`config.mk`:
```
export PLATFORM = sky130hd
export DESIGN_NAME = bbr_ctrl
export DESIGN_NICKNAME = d
export VERILOG_FILES = /design/src/hdl/bbr_pkg.sv /design/src/hdl/bbr_ctrl.sv
export SDC_FILE = /design/constraint.sdc
export NUM_CORES = 1
export LEC_CHECK = 0
export BUFFER_PORTS_ARGS = -buffer_cell sky130_fd_sc_hd__buf_4
export CAP_MARGIN = 30
export CORE_AREA = 2 2 39 41
export CTS_CLUSTER_SIZE = 12
export DETAILED_ROUTE_END_ITERATION = 12
export DIE_AREA = 0 0 41 43
export PLACE_DENSITY = 0.69
export SYNTH_ARGS = -nofsm -noshare
export SYNTH_HDL_FRONTEND = slang
export SYNTH_SLANG_ARGS = --single-unit
```
`constraint.sdc`:
```
create_clock -name clk -period 2.15 [get_ports clk]
set_input_delay 0.215 -clock clk [delete_from_list [all_inputs] [get_ports clk]]
set_output_delay 0.215 -clock clk [all_outputs]
set_load 0.005 [all_outputs]
```
`src/hdl/bbr_pkg.sv`:
```
// shared types and constants for the breadth-first renumbering block
// no dependencies
`default_nettype none
package bbr_pkg;

  localparam int MAX_CELLS = 1024;
  localparam int MAX_EDGES = 8192;
  localparam int CELL_W    = $clog2(MAX_CELLS);
  localparam int CNT_W     = CELL_W + 1;
  localparam int EADDR_W   = $clog2(MAX_EDGES);
  localparam int EDGE_W    = EADDR_W + 1;

  localparam logic [1:0] MODE_ADD   = 2'd0;
  localparam logic [1:0] MODE_CLOSE = 2'd1;
  localparam logic [1:0] MODE_RUN   = 2'd2;
  localparam logic [1:0] MODE_READ  = 2'd3;

  typedef enum logic [3:0] {
    S_IDLE,
    S_LOAD,
    S_RD_ISSUE,
    S_RD_DONE,
    S_CLR_INIT,
    S_CLR,
    S_SCAN_RD,
    S_SCAN_CK,
    S_DEQ,
    S_CUR,
    S_HI,
    S_LO,
    S_EDGE,
    S_NB,
    S_VIS,
    S_RUN_DONE
  } state_t;

  typedef enum logic [3:0] {
    OP_NONE,
    OP_LOAD,
    OP_RD_ISSUE,
    OP_RD_DONE,
    OP_CLR_INIT,
    OP_CLR,
    OP_SCAN_RD,
    OP_SCAN_CK,
    OP_DEQ,
    OP_CUR,
    OP_HI,
    OP_LO,
    OP_EDGE,
    OP_NB,
    OP_VIS,
    OP_RUN_DONE
  } dp_op_t;

  typedef struct packed {
    logic   capture;
    dp_op_t op;
  } cmd_t;

  typedef struct packed {
    logic clr_last;
    logic idx_end;
    logic unvisited;
    logic has_work;
    logic edge_more;
    logic nb_bad;
  } status_t;

endpackage
`default_nettype wire

```
`src/hdl/bbr_ctrl.sv`:
```
// controller state machine sequencing load, read and ordering runs
// depends on bbr_pkg
`default_nettype none
module bbr_ctrl (
  input  wire logic             clk,
  input  wire logic             rst,
  input  wire logic             start,
  input  wire logic [1:0]       mode,
  input  wire bbr_pkg::status_t status,
  output bbr_pkg::cmd_t         cmd,
  output logic                  busy
);

  bbr_pkg::state_t state, state_next;

  always_ff @(posedge clk) begin
    if (rst) begin
      state <= bbr_pkg::S_IDLE;
    end else begin
      state <= state_next;
    end
  end

  always_comb begin
    state_next = state;
    case (state)
      bbr_pkg::S_IDLE: begin
        if (start) begin
          case (mode)
            bbr_pkg::MODE_RUN:  state_next = bbr_pkg::S_CLR_INIT;
            bbr_pkg::MODE_READ: state_next = bbr_pkg::S_RD_ISSUE;
            default:            state_next = bbr_pkg::S_LOAD;
          endcase
        end
      end
      bbr_pkg::S_LOAD:     state_next = bbr_pkg::S_IDLE;
      bbr_pkg::S_RD_ISSUE: state_next = bbr_pkg::S_RD_DONE;
      bbr_pkg::S_RD_DONE:  state_next = bbr_pkg::S_IDLE;
      bbr_pkg::S_CLR_INIT: state_next = bbr_pkg::S_CLR;
      bbr_pkg::S_CLR: begin
        if (status.clr_last) state_next = bbr_pkg::S_SCAN_RD;
      end
      bbr_pkg::S_SCAN_RD: begin
        state_next = status.idx_end ? bbr_pkg::S_RUN_DONE : bbr_pkg::S_SCAN_CK;
      end
      bbr_pkg::S_SCAN_CK: begin
        state_next = status.unvisited ? bbr_pkg::S_DEQ : bbr_pkg::S_SCAN_RD;
      end
      bbr_pkg::S_DEQ: begin
        state_next = status.has_work ? bbr_pkg::S_CUR : bbr_pkg::S_SCAN_RD;
      end
      bbr_pkg::S_CUR: state_next = bbr_pkg::S_HI;
      bbr_pkg::S_HI:  state_next = bbr_pkg::S_LO;
      bbr_pkg::S_LO:  state_next = bbr_pkg::S_EDGE;
      bbr_pkg::S_EDGE: begin
        state_next = status.edge_more ? bbr_pkg::S_NB : bbr_pkg::S_DEQ;
      end
      bbr_pkg::S_NB: begin
        state_next = status.nb_bad ? bbr_pkg::S_EDGE : bbr_pkg::S_VIS;
      end
      bbr_pkg::S_VIS:      state_next = bbr_pkg::S_EDGE;
      bbr_pkg::S_RUN_DONE: state_next = bbr_pkg::S_IDLE;
      default:             state_next = bbr_pkg::S_IDLE;
    endcase
  end

  always_comb begin
    busy        = (state != bbr_pkg::S_IDLE);
    cmd.capture = (state == bbr_pkg::S_IDLE) && start;
    case (state)
      bbr_pkg::S_LOAD:     cmd.op = bbr_pkg::OP_LOAD;
      bbr_pkg::S_RD_ISSUE: cmd.op = bbr_pkg::OP_RD_ISSUE;
      bbr_pkg::S_RD_DONE:  cmd.op = bbr_pkg::OP_RD_DONE;
      bbr_pkg::S_CLR_INIT: cmd.op = bbr_pkg::OP_CLR_INIT;
      bbr_pkg::S_CLR:      cmd.op = bbr_pkg::OP_CLR;
      bbr_pkg::S_SCAN_RD:  cmd.op = bbr_pkg::OP_SCAN_RD;
      bbr_pkg::S_SCAN_CK:  cmd.op = bbr_pkg::OP_SCAN_CK;
      bbr_pkg::S_DEQ:      cmd.op = bbr_pkg::OP_DEQ;
      bbr_pkg::S_CUR:      cmd.op = bbr_pkg::OP_CUR;
      bbr_pkg::S_HI:       cmd.op = bbr_pkg::OP_HI;
      bbr_pkg::S_LO:       cmd.op = bbr_pkg::OP_LO;
      bbr_pkg::S_EDGE:     cmd.op = bbr_pkg::OP_EDGE;
      bbr_pkg::S_NB:       cmd.op = bbr_pkg::OP_NB;
      bbr_pkg::S_VIS:      cmd.op = bbr_pkg::OP_VIS;
      bbr_pkg::S_RUN_DONE: cmd.op = bbr_pkg::OP_RUN_DONE;
      default:             cmd.op = bbr_pkg::OP_NONE;
    endcase
  end

endmodule
`default_nettype wire

```
==> results of run 1 <==
==> sequential cells by signal, summed over array words and instances, names as in the netlist <==
register / flops
cmd: 4
state: 4
==> layer usage <==
metal,wire length [um],vias to the layer above
met5,0,-
met4,0,0
met3,87,0
met2,517,22
met1,447,199
li1,-,245
==> power by group through the flow <==
stage | combinational (W) | clock [W] | sequential [W]
after floorplan | 0.000101 | 0 | 0.000183
after global placement | 0.000127 | 0 | 0.000204
after detailed placement | 0.000127 | 0 | 0.000204
after CTS | 0.000129 | 0.000115 | 0.000202
after global routing | 0.000142 | 0.000125 | 0.000207
final | 0.000128 | 0.000110 | 0.000202
==> cells in the mapped netlist <==
cell	number
buf_2	1
inv_1	1
and3_2	1
a21oi_2	1
o21ai_1	1
a31oi_2	1
a311oi_2	2
buf_4	2
and3_1	1
nand2b_1	3
nor4_1	1
buf_6	1
a31oi_1	1
a21oi_1	4
nor2b_1	1
o311ai_0	1
nor3_1	5
nor2_1	7
nand2_1	5
nand3_1	2
dfxtp_1	8
o211ai_1	1
mux2i_1	1
nand4_1	1
o21bai_1	1
nand3b_1	1
o21ai_0	2
nor3_2	1
==> cell families (layout without fill, tap and decap cells) <==
group,count (synthesis),count (layout)
buffers and inverters,5,20
flip-flops,8,8
AO/OA/AOI/OAI,15,15
AND/OR/NAND/NOR,29,29
multiplexers,1,1
==> critical path, stage by stage (launching register included) <==
cell and delay, ns:
dfxtp_1 0.62, nor2_1 0.19, and3_1 0.22, buf_4 0.13
==> through the flow <==
| step | util | cells | power [W] | hold WS [ns] |
|---|---|---|---|---|
| after floorplan | - | 58 | 0.000284 | 0.288 |
| final | 0.435 | 89 | 0.000439 | 0.171 |
| after global routing | 0.435 | 89 | 0.000474 | 0.163 |
| after global placement | 0.419 | 86 | 0.000330 | 0.425 |
| after CTS | 0.435 | 89 | 0.000446 | 0.162 |
| after detailed placement | 0.419 | 86 | 0.000332 | 0.431 |
==> path summary, 6_finish.rpt <==
path / from / end / slack (ns) / cells past startpoint
min reg2reg: state[1]$_SDFFE_PP0P_ / state[3]$_SDFFE_PP0P_ / 0.67 / 2
max reg2reg: state[0]$_SDFFE_PP0P_ / cmd[1]$_SDFF_PP0_ / 0.70 / 4
min: rst / state[2]$_SDFFE_PP0P_ / 0.17 / 2
max: state[0]$_SDFFE_PP0P_ / cmd[4] / 0.53 / 3
==> final cells by class <==
class	count	area (um2)	share of cell area
clock buffer	3	22.5	0.0374
multi-input combinational	45	275	0.457
timing repair buffer	16	120	0.200
sequential	8	160	0.266
tap	16	20.0	0.0333
inverter	1	3.75	0.00624
==> flow_summary.json, run 1 <==
{
  "path_class": "reg2out",
  "grt_util_met3": 0.0628,
  "power_density_nw_per_um2": 729,
  "io_buffers": 16,
  "post_cts_buffers": 0,
  "synth_adder_area_share": 0,
  "place_ws_ns": 0.734,
  "htreeDepth": 1,
  "postLayoutCellArea_um2": 602,
  "clock_path_buffers": 2,
  "cts_buffers": 3,
  "fin_setup_tns_ns": 0,
  "diodes": 0,
  "synth-simple-area-share": 0.316,
  "cts_sinks": 8,
  "grt_max_degree": 16,
  "pwr-share-clk": 0.250,
  "end_kind": "output pin",
  "synth_top_family_by_area": "simple AND/OR/NAND/NOR gates",
  "most-common-layout-cells": "16 x buf_4, 8 x dfxtp_1, 7 x nor2_1, 5 x nand2_1, 5 x nor3_1",
  "rows": 14,
  "max_cap_viol_count": 0,
  "synth_nets": 69,
  "switchingPower_w": 0.000138,
  "layout_commonest_cell": "buf_4",
  "p_int_w": 0.000301,
  "top_usage_layer": "met2",
  "track_usage": 0.153,
  "grt_overflow": 0,
  "cts.clk_slew.worst_paths_ns": 0.05,
  "cp.arrival_ns": 1.41,
  "via_count": 466,
  "setup_viol_count_final": 0,
  "routedWlPerCell_um": 11.8,
  "cts_tree": "done",
  "start_kind": "flop",
  "cts_root_buf": "clkbuf_4",
  "cts.repair.resized": 0,
  "dpl_cell_area_um2": 579,
  "syn_inst": 58,
  "worst_pin_slew_ns": 0.491,
  "synth-seq-area-share": 0.340,
  "die_w_um": 41,
  "hold_path.class": "in2reg",
  "final_antenna_net_count": 0,
  "swShare": 0.315,
  "totalWireLength_um": 1050,
  "synth_cell_types": 28,
  "relSlewSlack": 0.672,
  "yosysWarnings": 0,
  "gp_congestion": 0.779,
  "die_area_um2": 1760,
  "nets": 86,
  "leakagePower_nw": 0.242,
  "worst_slack_ns": 0.525,
  "syn2layout_area_growth_pct": 27.9,
  "drc": 0,
  "coreArea_um2": 1380,
  "synthMuxAreaShare": 0.0213,
  "via_per_inst": 5.24,
  "first_pass_iters": 4,
  "period_minus_slack_ns": 1.62,
  "first_iter_violations": 11,
  "drv_slew": 0,
  "crit_path_max_fanout": 15,
  "netlist_top_cells_area": "dfxtp_1 34%, a311oi_2 6.4%, nor2_1 5.6%",
  "timing.fmax_mhz": 615,
  "synth-compound-area-share": 0.247,
  "ios": 17,
  "yosys.area.top_type": "dfxtp_1",
  "fin_crit_sh": 0.756,
  "synth_xor_area_frac": 0,
  "use_met1": 0.190,
  "grt_pass1_wl_um": 1790,
  "power.share.sequential": 0.459,
  "drive_gt1_frac": 0.342,
  "finClkSkew_ns": 0.00137,
  "hold_buffers": 0,
  "gr-usage-met2": 0.225,
  "grt_pass1_vias": 432,
  "rsz0062_at_grt": "false",
  "peakVddDrop_mv": 0.350,
  "dpl.hpwl_um": 760,
  "ys_seq_elements": 8,
  "die_height_um": 43,
  "synth_top_area_frac": 0.340,
  "initial_core_util": 0.340,
  "required_ns": 1.93,
  "status": "completed",
  "antenna_found_initial": 0,
  "clk_latency_ns": 0.25,
  "combPwrFrac": 0.291,
  "syn_area_per_cell_um2": 8.11,
  "synth_area_um2": 470,
  "hold_violations": 0,
  "fillerInstances": 146
}
Note: power is estimated with default switching activity, not from simulation.
==> run 2: changes to the inputs <==
--- a/config.mk
+++ b/config.mk
@@ -11,7 +11,7 @@
 export CTS_CLUSTER_SIZE = 12
 export DETAILED_ROUTE_END_ITERATION = 12
 export DIE_AREA = 0 0 41 43
-export PLACE_DENSITY = 0.69
+export PLACE_DENSITY = 0.71
 export SYNTH_ARGS = -nofsm -noshare
 export SYNTH_HDL_FRONTEND = slang
 export SYNTH_SLANG_ARGS = --single-unit
==> constraint.sdc (replaced) <==
create_clock -name clk -period 1.35 [get_ports clk]
set_input_delay 0.135 -clock clk [delete_from_list [all_inputs] [get_ports clk]]
set_output_delay 0.135 -clock clk [all_outputs]
set_load 0.005 [all_outputs]
==> flow_summary.json, run 2 (synthesis gave the netlist of run 1 again) <==
{
  "drv_slew": 0,
  "finClkSkew_ns": 0.00671,
  "final_antenna_net_count": 0,
  "drive_gt1_frac": 0.468,
  "power_density_nw_per_um2": 1130,
  "holdWs_ns": 0.0834,
  "path_class": "reg2out",
  "cpMaxStageDelayCell": "dfxtp_4",
  "timing.rr.start": "state[3]$_SDFFE_PP0P_",
  "cts_tree": "done",
  "path_common_cell": "buf_4",
  "fin_crit_sh": 0.960,
  "grt_overflow": 0,
  "hold_buffers": 0,
  "initial_core_util": 0.340,
  "end_kind": "output pin",
  "fin_setup_tns_ns": 0,
  "status": "completed",
  "max_stage_delay_ns": 0.38,
  "post_cts_buffers": 0,
  "antenna_found_initial": 0,
  "grt_pass1_vias": 423,
  "cp.arrival_ns": 1.16,
  "ios": 17,
  "relSlewSlack": 0.783,
  "dpl.hpwl_um": 836,
  "io_buffers": 16,
  "worstHoldStart": "rst",
  "coreArea_um2": 1380,
  "grt_pass1_wl_um": 1700,
  "setup_viol_count_final": 0,
  "rows": 14,
  "first_pass_iters": 4,
  "gp_congestion": 0.781,
  "totalWireLength_um": 1150,
  "layout_commonest_cell": "buf_4",
  "grt_max_degree": 13,
  "track_usage": 0.146,
  "hold_path.class": "in2reg",
  "cts_root_buf": "clkbuf_4",
  "peakVddDrop_mv": 0.781,
  "first_iter_violations": 5,
  "clk_latency_ns": 0.25,
  "leakagePower_nw": 0.279,
  "die_w_um": 41,
  "most-common-layout-cells": "22 x buf_4, 5 x nand2_1, 5 x nor3_1, 5 x nor2_1",
  "startpoint": "state[1]$_SDFFE_PP0P_",
  "required_ns": 1.22,
  "nets": 92,
  "timing.fmax_mhz": 771,
  "cts_buffers": 3,
  "via_per_inst": 5.29,
  "cts.repair.resized": 4,
  "start_kind": "flop",
  "max_cap_viol_count": 0,
  "cts.clk_slew.worst_paths_ns": 0.05,
  "clock_path_buffers": 2,
  "routedWlPerCell_um": 12.1,
  "crit_family": "flip-flops",
  "diodes": 0,
  "drc": 0,
  "die_height_um": 43,
  "syn2layout_area_growth_pct": 41.2,
  "path_cells": "buf_4, nor2_4, and3_1, buf_4",
  "rsz0062_at_grt": "true",
  "worst_pin_slew_ns": 0.321,
  "cts_sinks": 8,
  "die_area_um2": 1760,
  "crit_path_max_fanout": 12,
  "htreeDepth": 1,
  "crit_buf_inv": 2,
  "via_count": 503,
  "hold_violations": 0,
  "period_minus_slack_ns": 1.30
}
==> run 2: cell count changes in the layout (fill, tap and decap cells not counted) <==
cell | before | now
buf_4 | 16 | 22
dfxtp_1 | 8 | 4
dfxtp_2 | 0 | 3
dfxtp_4 | 0 | 1
nor2_1 | 7 | 5
nor2_2 | 0 | 1
nor2_4 | 0 | 1
==> run 2: final timing paths <==
kind	slack (ns)	depth (start not counted)	end
worst max-delay path	0.05	4	cmd[4]
worst min-delay path	0.08	2	state[1]$_SDFFE_PP0P_
worst max register to register	0.08	4	state[2]$_SDFFE_PP0P_
worst min register to register	0.56	2	state[0]$_SDFFE_PP0P_
==> run 2: report_power, final <==
group | internal (W) | total (W) | switching [W] | leakage (nW)
combinational | 0.000142 | 0.000263 | 0.000120 | 0.198
sequential | 0.000270 | 0.000312 | 0.0000419 | 0.0675
clock | 0.000101 | 0.000174 | 0.0000729 | 0.0138
total | 0.000513 | 0.000748 | 0.000235 | 0.279
==> run 2: layer usage <==
layer / track usage / part of all wire / vias up
li1: - / - / 255
met1: 0.182 / 0.40 / 216
met2: 0.219 / 0.50 / 32
met3: 0.0681 / 0.11 / 0
met4: 0.0400 / 0 / 0
met5: 0 / 0 / -
==> run 2: metrics by stage <==
stage,total power [W],area (um2),util,setup slack (ns),instances
after floorplan,0.000452,470,-,0.235,58
after CTS,0.000747,656,0.474,0.0219,95
final,0.000748,664,0.480,0.0535,95
after detailed placement,0.000561,624,0.451,-0.00284,92
after global routing,0.000802,664,0.480,-0.00710,95
after global placement,0.000557,624,0.451,0.00360,92
==> run 2: cell type report <==
| type | count | area [um2] |
|---|---|---|
| Multi-Input combinational cell | 45 | 285 |
| Timing Repair Buffer | 22 | 165 |
| Fill cell | 132 | 719 |
| Inverter | 1 | 3.75 |
| Tap cell | 16 | 20.0 |
| Sequential cell | 8 | 168 |
| Clock buffer | 3 | 22.5 |
